$ cat src/rtl/aml_sleep_package_scanner_defines.svh
// Assertion macros shared by the sleep package scanner RTL.
`ifndef AML_SLEEP_PACKAGE_SCANNER_DEFINES_SVH
`define AML_SLEEP_PACKAGE_SCANNER_DEFINES_SVH
`ifndef SYNTHESIS
`define ASPS_ASSERT(name, clk, rst, prop) \
  name: assert property (@(posedge clk) disable iff (rst) (prop)) \
    else $error("asps: assertion failed");
`define ASPS_ASSERT_NEXT(name, clk, rst, ante, cons) \
  name: assert property (@(posedge clk) disable iff (rst) (ante) |=> (cons)) \
    else $error("asps: assertion failed");
`else
`define ASPS_ASSERT(name, clk, rst, prop)
`define ASPS_ASSERT_NEXT(name, clk, rst, ante, cons)
`endif
`endif

$ cat src/rtl/asps_pkg.sv
// Types, constants and the integer-constant decoder of the sleep package scanner.
`default_nettype none
package asps_pkg;

  localparam int unsigned WINDOW_BYTES_DEF = 70;
  localparam int unsigned TAPS = 13;
  localparam int unsigned SLEEP_W = 3;
  localparam int unsigned CFG_INDEX_W = 1;

  localparam logic [SLEEP_W-1:0] DEF_SLEEP = 3'd5;

  // register indexes
  localparam logic [CFG_INDEX_W-1:0] REG_DEF_A = 1'b0;
  localparam logic [CFG_INDEX_W-1:0] REG_DEF_B = 1'b1;

  // name and opcodes
  localparam logic [7:0] CH_UNDER   = 8'h5F;
  localparam logic [7:0] CH_S       = 8'h53;
  localparam logic [7:0] CH_5       = 8'h35;
  localparam logic [7:0] OP_PACKAGE = 8'h12;
  localparam logic [7:0] OP_ZERO    = 8'h00;
  localparam logic [7:0] OP_ONE     = 8'h01;
  localparam logic [7:0] OP_ONES    = 8'hFF;
  localparam logic [7:0] OP_BYTE    = 8'h0A;
  localparam logic [7:0] OP_WORD    = 8'h0B;
  localparam logic [7:0] LEN_BAD    = 8'h80;
  localparam logic [5:0] LEN_MASK   = 6'h3F;
  localparam logic [7:0] MIN_COUNT  = 8'd2;
  localparam logic [7:0] MAX_SLEEP  = 8'd7;
  localparam logic [7:0] ELEM_OFS   = 8'd7;

  typedef struct packed {
    logic               ok;
    logic               fits;    // value fits in a sleep type
    logic [SLEEP_W-1:0] val;
    logic [1:0]         size;
  } const_t;

  typedef struct packed {
    logic append;       // byte accepted: shift in at the tail
    logic enter_drain;  // accepted byte is the last one
    logic align;        // drain: shift until oldest byte sits at the head
    logic step;         // drain: drop head after its test
    logic test_en;      // test the head position this cycle
    logic finish;       // load result and clear table state
  } cmd_t;

  typedef struct packed {
    logic fill_full;
    logic fill_le_one;
    logic lead_zero;
    logic matched;
    logic out_free;
  } stat_t;

  function automatic const_t decode_const(input logic [7:0] op, input logic [7:0] b1,
                                          input logic [7:0] b2, input logic [6:0] room);
    const_t c;
    c = '0;
    case (op)
      OP_ZERO: begin
        c.ok = 1'b1; c.fits = 1'b1; c.val = 3'd0; c.size = 2'd1;
      end
      OP_ONE: begin
        c.ok = 1'b1; c.fits = 1'b1; c.val = 3'd1; c.size = 2'd1;
      end
      OP_ONES: begin
        c.ok = 1'b1; c.fits = 1'b0; c.size = 2'd1;
      end
      OP_BYTE: begin
        if (room >= 7'd2) begin
          c.ok = 1'b1; c.fits = (b1 <= MAX_SLEEP); c.val = b1[2:0]; c.size = 2'd2;
        end
      end
      OP_WORD: begin
        if (room >= 7'd3) begin
          c.ok = 1'b1; c.fits = (b2 == 8'd0) && (b1 <= MAX_SLEEP);
          c.val = b1[2:0]; c.size = 2'd3;
        end
      end
      default: c = '0;
    endcase
    return c;
  endfunction

endpackage
`default_nettype wire

$ cat src/rtl/asps_if.sv
// Stream channels of the sleep package scanner: table bytes in, result out.
`default_nettype none
interface asps_byte_if;
  logic       valid;
  logic       ready;
  logic [7:0] data_byte;
  logic       last_byte;
  modport source (output valid, output data_byte, output last_byte, input ready);
  modport sink (input valid, input data_byte, input last_byte, output ready);
endinterface

interface asps_result_if;
  logic       valid;
  logic       ready;
  logic       found;
  logic [2:0] sleep_type_a;
  logic [2:0] sleep_type_b;
  modport source (output valid, output found, output sleep_type_a, output sleep_type_b,
                  input ready);
  modport sink (input valid, input found, input sleep_type_a, input sleep_type_b,
                output ready);
endinterface
`default_nettype wire

$ cat src/rtl/aml_sleep_package_scanner.sv
// Top level of the sleep package scanner.
//
//   channel   dir  word                                  handshake
//   stream    in   data_byte[7:0], last_byte             valid/ready
//   result    out  found, sleep_type_a[2:0], sleep_type_b[2:0]  valid/ready
//   cfg_*     in   cfg_index selects default A/B, cfg_data[2:0]   write enable
//
// Streaming: one byte per cycle unless draining; the head is tested as it leaves.
// After the last byte the window is drained: WINDOW_BYTES - fill alignment shifts,
// then one head test per cycle.
// The result sits in an output register; bytes of the next table are accepted
// while it waits, but the drain does not finish until that register is free.
// Synchronous reset clears control state and sets both defaults to 5.
`default_nettype none
module aml_sleep_package_scanner #(
  parameter int unsigned WINDOW_BYTES = asps_pkg::WINDOW_BYTES_DEF
) (
  input  logic                             clk,
  input  logic                             rst,
  asps_byte_if.sink                        stream,
  asps_result_if.source                    result,
  input  logic                             cfg_write,
  input  logic [asps_pkg::CFG_INDEX_W-1:0] cfg_index,
  input  logic [asps_pkg::SLEEP_W-1:0]     cfg_data
);
  import asps_pkg::*;

  cmd_t  cmd;
  stat_t stat;

  asps_ctrl u_ctrl (
    .clk      (clk),
    .rst      (rst),
    .in_valid (stream.valid),
    .in_last  (stream.last_byte),
    .in_ready (stream.ready),
    .stat     (stat),
    .cmd      (cmd)
  );

  asps_datapath #(
    .WINDOW_BYTES (WINDOW_BYTES)
  ) u_datapath (
    .clk          (clk),
    .rst          (rst),
    .cmd          (cmd),
    .stat         (stat),
    .data_byte    (stream.data_byte),
    .cfg_write    (cfg_write),
    .cfg_index    (cfg_index),
    .cfg_data     (cfg_data),
    .out_ready    (result.ready),
    .out_valid    (result.valid),
    .found        (result.found),
    .sleep_type_a (result.sleep_type_a),
    .sleep_type_b (result.sleep_type_b)
  );

endmodule
`default_nettype wire

$ cat src/rtl/asps_datapath.sv
// Byte window shift line, head position test, config and result registers.
`default_nettype none
`include "aml_sleep_package_scanner_defines.svh"
module asps_datapath #(
  parameter int unsigned WINDOW_BYTES = asps_pkg::WINDOW_BYTES_DEF
) (
  input  logic                                 clk,
  input  logic                                 rst,
  input  asps_pkg::cmd_t                       cmd,
  output asps_pkg::stat_t                      stat,
  input  logic [7:0]                           data_byte,
  input  logic                                 cfg_write,
  input  logic [asps_pkg::CFG_INDEX_W-1:0]     cfg_index,
  input  logic [asps_pkg::SLEEP_W-1:0]         cfg_data,
  input  logic                                 out_ready,
  output logic                                 out_valid,
  output logic                                 found,
  output logic [asps_pkg::SLEEP_W-1:0]         sleep_type_a,
  output logic [asps_pkg::SLEEP_W-1:0]         sleep_type_b
);
  import asps_pkg::*;

  localparam int unsigned FILL_W = $clog2(WINDOW_BYTES + 1);
  localparam logic [FILL_W-1:0] FULL = FILL_W'(WINDOW_BYTES);

  logic [7:0]         win [WINDOW_BYTES];
  logic [7:0]         tap [TAPS];
  logic [FILL_W-1:0]  fill;
  logic [FILL_W-1:0]  fill_inc;
  logic [FILL_W-1:0]  lead;
  logic               matched;
  logic [SLEEP_W-1:0] found_a;
  logic [SLEEP_W-1:0] found_b;
  logic [SLEEP_W-1:0] def_a;
  logic [SLEEP_W-1:0] def_b;

  logic [7:0] avail;
  logic [5:0] plen;
  logic [7:0] pend;
  logic [6:0] room0;
  logic [6:0] room1;
  logic       header_ok;
  logic       hit;
  const_t     c0;
  const_t     c1;
  logic [7:0] op1;
  logic [7:0] op1_b1;
  logic [7:0] op1_b2;

  // window: newest byte enters at the tail, head is the position under test
  always_ff @(posedge clk) begin
    if (cmd.append) begin
      for (int i = 0; i < WINDOW_BYTES - 1; i++) win[i] <= win[i + 1];
      win[WINDOW_BYTES - 1] <= data_byte;
    end else if (cmd.align || cmd.step) begin
      for (int i = 0; i < WINDOW_BYTES - 1; i++) win[i] <= win[i + 1];
      win[WINDOW_BYTES - 1] <= '0;
    end
  end

  // short windows read zeros past the end; the fill check never uses them
  for (genvar g = 0; g < TAPS; g++) begin : g_tap
    if (g < WINDOW_BYTES) begin : g_win
      assign tap[g] = win[g];
    end else begin : g_pad
      assign tap[g] = '0;
    end
  end

  assign fill_inc = (fill == FULL) ? FULL : fill + 1'b1;

  always_ff @(posedge clk) begin
    if (rst || cmd.finish) begin
      fill <= '0;
    end else if (cmd.append) begin
      fill <= fill_inc;
    end else if (cmd.step) begin
      fill <= fill - 1'b1;
    end
  end

  always_ff @(posedge clk) begin
    if (rst) begin
      lead <= '0;
    end else if (cmd.enter_drain) begin
      lead <= FULL - fill_inc;
    end else if (cmd.align) begin
      lead <= lead - 1'b1;
    end
  end

  // head position test
  always_comb begin
    avail     = 8'(fill);
    plen      = tap[5][5:0] & LEN_MASK;
    pend      = ELEM_OFS + {2'b00, plen};
    room0     = {1'b0, plen};
    header_ok = (tap[0] == CH_UNDER) && (tap[1] == CH_S) && (tap[2] == CH_5) &&
                (tap[3] == CH_UNDER) && (tap[4] == OP_PACKAGE) &&
                ((tap[5] & LEN_BAD) == 8'd0) && (plen != 6'd0) && (tap[6] >= MIN_COUNT);
    c0        = decode_const(tap[7], tap[8], tap[9], room0);
    case (c0.size)
      2'd1: begin
        op1 = tap[8]; op1_b1 = tap[9]; op1_b2 = tap[10];
      end
      2'd2: begin
        op1 = tap[9]; op1_b1 = tap[10]; op1_b2 = tap[11];
      end
      default: begin
        op1 = tap[10]; op1_b1 = tap[11]; op1_b2 = tap[12];
      end
    endcase
    room1 = room0 - 7'(c0.size);
    c1    = decode_const(op1, op1_b1, op1_b2, room1);
    hit   = (avail > 8'd6) && header_ok && (pend <= avail) && c0.ok &&
            (7'(c0.size) < room0) && c1.ok && c0.fits && c1.fits;
  end

  always_ff @(posedge clk) begin
    if (rst || cmd.finish) begin
      matched <= 1'b0;
      found_a <= '0;
      found_b <= '0;
    end else if (cmd.test_en && hit) begin
      matched <= 1'b1;
      found_a <= c0.val;
      found_b <= c1.val;
    end
  end

  always_ff @(posedge clk) begin
    if (rst) begin
      def_a <= DEF_SLEEP;
      def_b <= DEF_SLEEP;
    end else if (cfg_write) begin
      unique case (cfg_index)
        REG_DEF_A: def_a <= cfg_data;
        REG_DEF_B: def_b <= cfg_data;
        default: ;
      endcase
    end
  end

  // result register
  always_ff @(posedge clk) begin
    if (rst) begin
      out_valid <= 1'b0;
    end else if (cmd.finish) begin
      out_valid <= 1'b1;
    end else if (out_ready) begin
      out_valid <= 1'b0;
    end
  end

  always_ff @(posedge clk) begin
    if (cmd.finish) begin
      found        <= matched;
      sleep_type_a <= matched ? found_a : def_a;
      sleep_type_b <= matched ? found_b : def_b;
    end
  end

  assign stat.fill_full   = (fill == FULL);
  assign stat.fill_le_one = (fill <= FILL_W'(1));
  assign stat.lead_zero   = (lead == '0);
  assign stat.matched     = matched;
  assign stat.out_free    = !out_valid || out_ready;

  `ASPS_ASSERT(a_fill_bound, clk, rst, fill <= FULL)
  `ASPS_ASSERT_NEXT(a_finish_clears, clk, rst, cmd.finish, out_valid && fill == '0 && !matched)
  `ASPS_ASSERT_NEXT(a_hit_sets_match, clk, rst, cmd.test_en && hit && !cmd.finish, matched)
  `ASPS_ASSERT(a_hit_needs_bytes, clk, rst, !hit || fill > FILL_W'(6))

endmodule
`default_nettype wire

$ cat src/rtl/asps_ctrl.sv
// Controller: streaming versus drain of the window after the last byte.
`default_nettype none
`include "aml_sleep_package_scanner_defines.svh"
module asps_ctrl (
  input  logic            clk,
  input  logic            rst,
  input  logic            in_valid,
  input  logic            in_last,
  output logic            in_ready,
  input  asps_pkg::stat_t stat,
  output asps_pkg::cmd_t  cmd
);
  import asps_pkg::*;

  localparam logic ST_STREAM = 1'b0;
  localparam logic ST_DRAIN  = 1'b1;

  logic state;
  logic state_next;
  logic accept;

  assign in_ready = (state == ST_STREAM);
  assign accept   = in_valid && in_ready;

  always_comb begin
    cmd             = '0;
    cmd.append      = accept;
    cmd.enter_drain = accept && in_last;
    state_next      = state;
    unique case (state)
      ST_STREAM: begin
        cmd.test_en = stat.fill_full && !stat.matched;
        if (cmd.enter_drain) state_next = ST_DRAIN;
      end
      ST_DRAIN: begin
        cmd.align   = !stat.lead_zero;
        cmd.test_en = stat.lead_zero && !stat.matched;
        cmd.step    = stat.lead_zero && !stat.matched && !stat.fill_le_one;
        cmd.finish  = stat.lead_zero && (stat.matched || stat.fill_le_one) && stat.out_free;
        if (cmd.finish) state_next = ST_STREAM;
      end
      default: state_next = ST_STREAM;
    endcase
  end

  always_ff @(posedge clk) begin
    if (rst) begin
      state <= ST_STREAM;
    end else begin
      state <= state_next;
    end
  end

  `ASPS_ASSERT_NEXT(a_last_to_drain, clk, rst, cmd.enter_drain, state == ST_DRAIN)
  `ASPS_ASSERT_NEXT(a_finish_to_stream, clk, rst, cmd.finish, state == ST_STREAM)
  `ASPS_ASSERT(a_align_alone, clk, rst, !(cmd.align && (cmd.step || cmd.finish || cmd.test_en)))

endmodule
`default_nettype wire
$ cat src/flat_wrapper.sv
// flat-port wrapper written by rule: the top's interface ports become plain ports
module aml_sleep_package_scanner_flat import asps_pkg::*;
#(
  parameter int unsigned WINDOW_BYTES = asps_pkg::WINDOW_BYTES_DEF
)
  (clk, rst, cfg_write, cfg_index, cfg_data, stream_valid, stream_data_byte, stream_last_byte, stream_ready, result_valid, result_found, result_sleep_type_a, result_sleep_type_b, result_ready);
  asps_byte_if stream_i ();
  asps_result_if result_i ();
  input  logic clk;
  input  logic rst;
  input  logic cfg_write;
  input  logic [asps_pkg::CFG_INDEX_W-1:0] cfg_index;
  input  logic [asps_pkg::SLEEP_W-1:0] cfg_data;
  input wire logic [$bits(stream_i.valid)-1:0] stream_valid;
  input wire logic [$bits(stream_i.data_byte)-1:0] stream_data_byte;
  input wire logic [$bits(stream_i.last_byte)-1:0] stream_last_byte;
  output wire logic [$bits(stream_i.ready)-1:0] stream_ready;
  output wire logic [$bits(result_i.valid)-1:0] result_valid;
  output wire logic [$bits(result_i.found)-1:0] result_found;
  output wire logic [$bits(result_i.sleep_type_a)-1:0] result_sleep_type_a;
  output wire logic [$bits(result_i.sleep_type_b)-1:0] result_sleep_type_b;
  input wire logic [$bits(result_i.ready)-1:0] result_ready;
  assign stream_i.valid = stream_valid;
  assign stream_i.data_byte = stream_data_byte;
  assign stream_i.last_byte = stream_last_byte;
  assign stream_ready = stream_i.ready;
  assign result_valid = result_i.valid;
  assign result_found = result_i.found;
  assign result_sleep_type_a = result_i.sleep_type_a;
  assign result_sleep_type_b = result_i.sleep_type_b;
  assign result_i.ready = result_ready;
  aml_sleep_package_scanner #(.WINDOW_BYTES(WINDOW_BYTES)) u_core (.clk(clk), .rst(rst), .stream(stream_i), .result(result_i), .cfg_write(cfg_write), .cfg_index(cfg_index), .cfg_data(cfg_data));
endmodule
$ cat config.mk
export PLATFORM = sky130hd
export DESIGN_NAME = aml_sleep_package_scanner_flat
export DESIGN_NICKNAME = d
export VERILOG_FILES = /design/src/rtl/asps_pkg.sv /design/src/rtl/asps_if.sv /design/src/rtl/aml_sleep_package_scanner.sv /design/src/rtl/asps_datapath.sv /design/src/rtl/asps_ctrl.sv /design/src/flat_wrapper.sv
export VERILOG_INCLUDE_DIRS = /design/src /design/src/rtl
export SDC_FILE = /design/constraint.sdc
export NUM_CORES = 1
export LEC_CHECK = 0
export BUFFER_PORTS_ARGS = -buffer_cell sky130_fd_sc_hd__buf_2
export CAP_MARGIN = 30
export CORE_AREA = 2 2 213 320
export DETAILED_ROUTE_END_ITERATION = 6
export DIE_AREA = 0 0 215 322
export GPL_ROUTABILITY_DRIVEN = 0
export PLACE_DENSITY = 0.56
export SETUP_SLACK_MARGIN = 0.5
export SYNTH_ARGS = -nofsm -noshare
export SYNTH_HDL_FRONTEND = slang
export SYNTH_SLANG_ARGS = --single-unit
$ cat constraint.sdc
create_clock -name clk -period 53.4 [get_ports clk]
set_input_delay 8.01 -clock clk [delete_from_list [all_inputs] [get_ports clk]]
set_output_delay 8.01 -clock clk [all_outputs]
set_load 0.03 [all_outputs]
==> flow_summary.json, run 1 <==
{
  "outcome": "finished clean",
  "ys_ff_latch": 596,
  "grt_max_degree": 242,
  "drc": 0,
  "cts_root_buf": "clkbuf_16",
  "finalMaxSlewViolations": 0,
  "wl_per_cell_um": 14.3,
  "first_pass_iters": 6,
  "cap_violations": 0,
  "fin_area_um2": 23000,
  "worst_pin_slew_ns": 1.28,
  "crit_path_start_kind": "input port",
  "cp_num_buf_inv": 5,
  "async_flop_share_pct": 0,
  "clockBufferDepth": 3,
  "h-tree-depth": 2,
  "yosys-top-cells-area": "edfxtp_1 86%, dfxtp_1 2.9%, ha_1 1.3%",
  "required_ns": 53.68,
  "ys_types": 65,
  "cts-resized-gates": 0,
  "antenna_found_initial": 0,
  "ys.warnings.count": 0,
  "synth_top_area_share_pct": 85.9,
  "grt_pass1_wl_um": 44500,
  "hold_start": "u_core.u_datapath.win[46][4]",
  "drt_iter0_drc": 686,
  "ctsHoldBuffers": 0,
  "core_area_um2": 66500,
  "dieArea_um2": 69200,
  "max_slew_margin_pct": 14.9,
  "end_kind": "flip-flop",
  "crit_family": "buffers and inverters",
  "postCtsSetupBuffers": 0,
  "grt_pass1_vias": 8277,
  "r2r_start": "u_core.u_datapath.win[7][5]",
  "start_util_pct": 29.8,
  "hold_path_end": "u_core.u_datapath.win[45][4]",
  "rrSetupSlack_ns": 48.86,
  "cts_buffers": 56,
  "timing.fmax_mhz": 97.4,
  "utilization_pct": 34.6,
  "top_level_ports": 27,
  "place_area_um2": 21100,
  "fin_skew_ns": 0.0113,
  "cp_cell_sequence": "buf_2, nand2_1, nand3_4, buf_4, buf_16, buf_4, buf_16",
  "postRouteAntennaNets": 0,
  "grt_overflow": 0,
  "fp.dieH_um": 322,
  "crit_type": "in -> reg",
  "rsz0062_at_grt": "false",
  "yosysSeqAreaShare_pct": 88.8,
  "drt-total-wl_um": 27700,
  "synth-edff-count": 567,
  "placementRows": 116,
  "netlist_area_um2": 19800,
  "ys.flop_type": "edfxtp_1",
  "slowest_delay_ns": 0.50,
  "powerDensity_nw_per_um2": 48.2,
  "final_common_cell": "edfxtp_1",
  "layout_common_cells": "567 x edfxtp_1, 57 x clkbuf_16, 35 x nand2_1",
  "synth_top_area_cell": "edfxtp_1",
  "ir_drop_mv": 0.0239,
  "cts_tree": "built",
  "reg2reg_to": "u_core.u_datapath.found_a[0]",
  "io_buffers": 26,
  "antenna_cells": 0,
  "synthToLayoutAreaGrowth_pct": 15.8,
  "hold_depth": 0,
  "fin_setup_tns_ns": 0,
  "final_nets": 1049,
  "period_share_pct": 19.2,
  "reg2regPathDepth": 13,
  "critPathMaxFanout": 69,
  "grtUsageTotal_pct": 7.93,
  "via_per_inst": 4.23,
  "finalSetupViolCount": 0,
  "clk_latency_ns": 0.60,
  "drive_above_1_share_pct": 12.7,
  "dp_hpwl_um": 15100,
  "clk_pin_slew_worst_paths_ns": 0.06,
  "syn_nets": 969,
  "syn-mean-instance-area_um2": 21.3,
  "holdCritPathClass": "reg -> reg",
  "cts_sinks": 596,
  "leakage_nw": 7.67,
  "cp_data_arrival_time_ns": 10.54,
  "syn_inst": 929,
  "hold_viol": 0,
  "die_x_um": 215,
  "crit_slowest_cell": "nand3_4",
  "via_count": 8202,
  "layout_min_cycle_time_ns": 10.27
}
==> synthesized netlist by cell type (all sizes together) (2+ instances only) <==
master,count
or4,9
a21o,2
o32ai,2
nor3,18
buf,2
o21a,2
nand4,5
a2bb2oi,2
a41oi,2
nand4b,2
o31ai,4
nor4,7
and3,6
edfxtp,567
inv,19
a22o,2
nand3,15
clkbuf,11
a221o,2
xnor2,17
and2,9
o21ai,17
a31oi,3
nor2,28
and4,2
a211oi,9
nor2b,5
a21oi,15
o2111ai,3
nor4b,2
nand2b,10
dfxtp,29
ha,21
a211o,2
a22oi,4
xor2,4
mux2,6
mux2i,9
nand2,35
==> through the flow <==
stage | setup WS [ns] | total power [W] | std cells | hold WS [ns]
5_1_grt | 42.89 | 0.00116 | 1941 | 0.415
3_5_place_dp | 42.46 | 0.000724 | 1836 | 0.405
2_1_floorplan | 27.49 | 0.000744 | 929 | 0.400
6_report | 43.13 | 0.00111 | 1941 | 0.412
3_3_place_gp | 42.12 | 0.000719 | 1832 | 0.402
4_1_cts | 43.13 | 0.00112 | 1941 | 0.410
==> per-layer routing <==
metal | global-route usage [%] | routed length, um | share of wire, %
met5 | 0 | 0 | 0
met4 | 3.56 | 849 | 3.1
met3 | 1.72 | 1130 | 4.1
met2 | 12.6 | 13000 | 47
met1 | 10.5 | 12800 | 46
==> worst max path at each step <==
stage / start / end / slack (ns) / cells past startpoint
final: stream_valid / u_core.u_datapath.win[31][1] / 43.13 / 7
after global routing: stream_valid / u_core.u_datapath.win[65][2] / 42.89 / 7
after CTS: stream_valid / u_core.u_datapath.win[56][5] / 43.13 / 7
after detailed placement: stream_valid / u_core.u_datapath.win[31][2] / 42.46 / 7
after global placement: stream_valid / u_core.u_datapath.win[68][2] / 42.12 / 5
after floorplan: stream_valid / u_core.u_datapath.win[0][0] / 27.49 / 2
==> flip-flops by register name (all words and copies together), names as in the netlist, 3 cells and up <==
signal	cells
u_core.u_datapath.sleep_type_a	3
u_core.u_datapath.sleep_type_b	3
u_core.u_datapath.def_a	3
u_core.u_datapath.win	560
u_core.u_datapath.fill	7
u_core.u_datapath.lead	7
u_core.u_datapath.found_b	3
u_core.u_datapath.def_b	3
u_core.u_datapath.found_a	3
==> layout make-up <==
class | instances | area (um2)
fill | 6283 | 43500
sequential | 596 | 17600
multi-input combinational | 301 | 2090
clock buffer | 72 | 1480
tap | 885 | 1110
clock inverter | 33 | 349
timing repair buffer | 35 | 260
inverter | 19 | 71.3
==> kinds of logic (layout without fill, tap and decap cells) <==
kind of cell | after synthesis | in the layout | synth area share, %
adder cells (fa/ha/maj) | 22 | 22 | 1.43
XOR/XNOR | 21 | 21 | 0.928
AND/OR/NAND/NOR | 164 | 164 | 4.51
flip-flops | 596 | 596 | 88.8
AO/OA/AOI/OAI | 79 | 79 | 2.81
multiplexers | 15 | 15 | 0.795
buffers and inverters | 32 | 159 | 0.732
==> report_power, final <==
| part | internal [W] | switching (W) | total, W |
|---|---|---|---|
| Combinational | 0.0000165 | 0.0000431 | 0.0000596 |
| Sequential | 0.000624 | 0.0000299 | 0.000654 |
| Clock | 0.000227 | 0.000166 | 0.000392 |
Power figures use the tool's default switching activity.
==> run 2: changes to the inputs <==
==> constraint.sdc (replaced) <==
create_clock -name clk -period 9.9 [get_ports clk]
set_input_delay 1.485 -clock clk [delete_from_list [all_inputs] [get_ports clk]]
set_output_delay 1.485 -clock clk [all_outputs]
set_load 0.03 [all_outputs]
==> run 2 against run 1 <==
Compared with the run above: count of clock-buffer cells in the layout fell by 10; register-to-register slack got worse by 43 ns; clock skew about the same; critical path type is now reg -> reg; critical endpoint is now u_core.u_datapath.found_a[1]; largest power group unchanged; highest routed layer unchanged.
==> flow_summary.json, run 2 (synthesis gave the netlist of run 1 again) <==
{
  "regArea_um2": 17600,
  "cp_cell_sequence": "or4_2, nor2_1, nand3_1, nor2_1, inv_1, ha_1, inv_1, nor3_1, a31oi_1, a2111oi_0, a21oi_1, a2111o_1, mux2i_1",
  "start_util_pct": 29.8,
  "multiInputGateArea_um2": 2090,
  "powerDensity_nw_per_um2": 267,
  "fin_skew_ns": 0.0114,
  "finalSetupViolCount": 0,
  "hold_viol": 0,
  "grtUsageTotal_pct": 8.11,
  "die_x_um": 215,
  "drive_above_1_share_pct": 14.0,
  "preCtsSetupSlack_ns": 5.64,
  "final_common_cell": "edfxtp_1",
  "layout_min_cycle_time_ns": 4.38,
  "reg_top3": "u_core.u_datapath.win: 560 flops, u_core.u_datapath.fill: 7 flops, u_core.u_datapath.lead: 7 flops",
  "grt_overflow": 0,
  "cts_root_buf": "clkbuf_16",
  "cap_violations": 0,
  "crit_path_start_kind": "flip-flop",
  "fp.dieH_um": 322,
  "period_share_pct": 44.2,
  "critPathMaxFanout": 13,
  "grt_pass1_vias": 8528,
  "cts_tree": "built",
  "layout_setup_ws_ns": 5.52,
  "cts_sinks": 596,
  "postRouteAntennaNets": 0,
  "wl_per_cell_um": 14.6,
  "holdCritPathClass": "reg -> reg",
  "synthToLayoutAreaGrowth_pct": 17.0,
  "fin_setup_tns_ns": 0,
  "slowest_delay_ns": 0.69,
  "max_slew_margin_pct": 6.74,
  "finalMaxSlewViolations": 0,
  "placementRows": 116,
  "drt-total-wl_um": 28300,
  "cts-resized-gates": 0,
  "grt_pass1_wl_um": 45500,
  "antenna_found_initial": 0,
  "core_area_um2": 66500,
  "crit_slowest_cell": "or4_2",
  "clk_latency_ns": 0.60,
  "postCtsSetupBuffers": 0,
  "layout_common_cells": "567 x edfxtp_1, 58 x clkbuf_16, 35 x nand2_1",
  "crit_type": "reg -> reg",
  "regMostFlops": "u_core.u_datapath.win",
  "grt_max_degree": 225,
  "clk_pin_slew_worst_paths_ns": 0.06,
  "clockBufferDepth": 3,
  "largest_reg_flops": 560,
  "io_buffers": 26,
  "first_pass_iters": 6,
  "via_count": 8248,
  "rsz0062_at_grt": "false",
  "worst_pin_slew_ns": 1.40,
  "ctsHoldBuffers": 0,
  "h-tree-depth": 2,
  "drc": 0,
  "drt_iter0_drc": 711,
  "fillers": 6250,
  "ir_drop_mv": 0.215,
  "end_kind": "flip-flop",
  "leakage_nw": 7.76,
  "dp_hpwl_um": 15000,
  "outcome": "finished clean",
  "top_level_ports": 27,
  "required_ns": 10.37,
  "via_per_inst": 4.24,
  "dieArea_um2": 69200,
  "cts_buffers": 58,
  "cp_data_arrival_time_ns": 4.85,
  "final_nets": 1049,
  "timing.fmax_mhz": 228
}
## run 2: power by group
part           internal, W  leakage [nW]  switching (W)
logic            0.0000885         0.973       0.000236
registers          0.00337          5.79       0.000163
clock network      0.00142         0.997       0.000917
total              0.00488          7.76        0.00132
## run 2: area by class of cell
class                      count  area share, %
antenna                        2         0.0216
clock buffer                  62           6.32
tap                          885           4.77
timing repair buffer          33           1.07
inverter                      19          0.307
multi-input combinational    301           9.01
sequential                   596           75.9
clock inverter                46           2.59
## run 2: through the flow
step           cells  hold slack, ns  total power, W  util [%]  instance area [um2]
2_1_floorplan    929           0.400         0.00381         -                19800
3_3_place_gp    1832           0.401         0.00388      31.7                21100
3_5_place_dp    1833           0.405         0.00390      31.7                21100
4_1_cts         1941           0.412         0.00629      34.8                23200
5_1_grt         1942           0.419         0.00646      34.9                23200
6_report        1944           0.414         0.00619      34.9                23200
## run 2: worst paths after layout
kind / to / from / slack [ns] / cells past startpoint
max: u_core.u_datapath.found_a[1] / u_core.u_datapath.win[7][5] / 5.52 / 13
min: u_core.u_datapath.win[17][7] / u_core.u_datapath.win[18][7] / 0.41 / 0
max reg2reg: u_core.u_datapath.found_a[1] / u_core.u_datapath.win[7][5] / 5.52 / 13
min reg2reg: u_core.u_datapath.win[17][7] / u_core.u_datapath.win[18][7] / 0.41 / 0
## run 2: worst max-delay path: cells and delay by family, from the launching register on
kind,cells,cell delay (ns)
adder cells (fa/ha/maj),1,0.51
buffers and inverters,2,0.32
AO/OA/AOI/OAI,4,1.08
AND/OR/NAND/NOR,5,1.76
multiplexers,1,0.17
flip-flops,1,0.40
## run 2: layer usage
| layer | wire [um] | up-vias | track usage [%] | share of wire (%) |
|---|---|---|---|---|
| met3 | 1240 | 83 | 1.85 | 4.4 |
| met2 | 13300 | 188 | 13.1 | 47 |
| met4 | 1030 | 0 | 4.05 | 3.6 |
| li1 | - | 3833 | - | - |
| met1 | 12800 | 4144 | 10.3 | 45 |
| met5 | 0 | - | 0 | 0 |
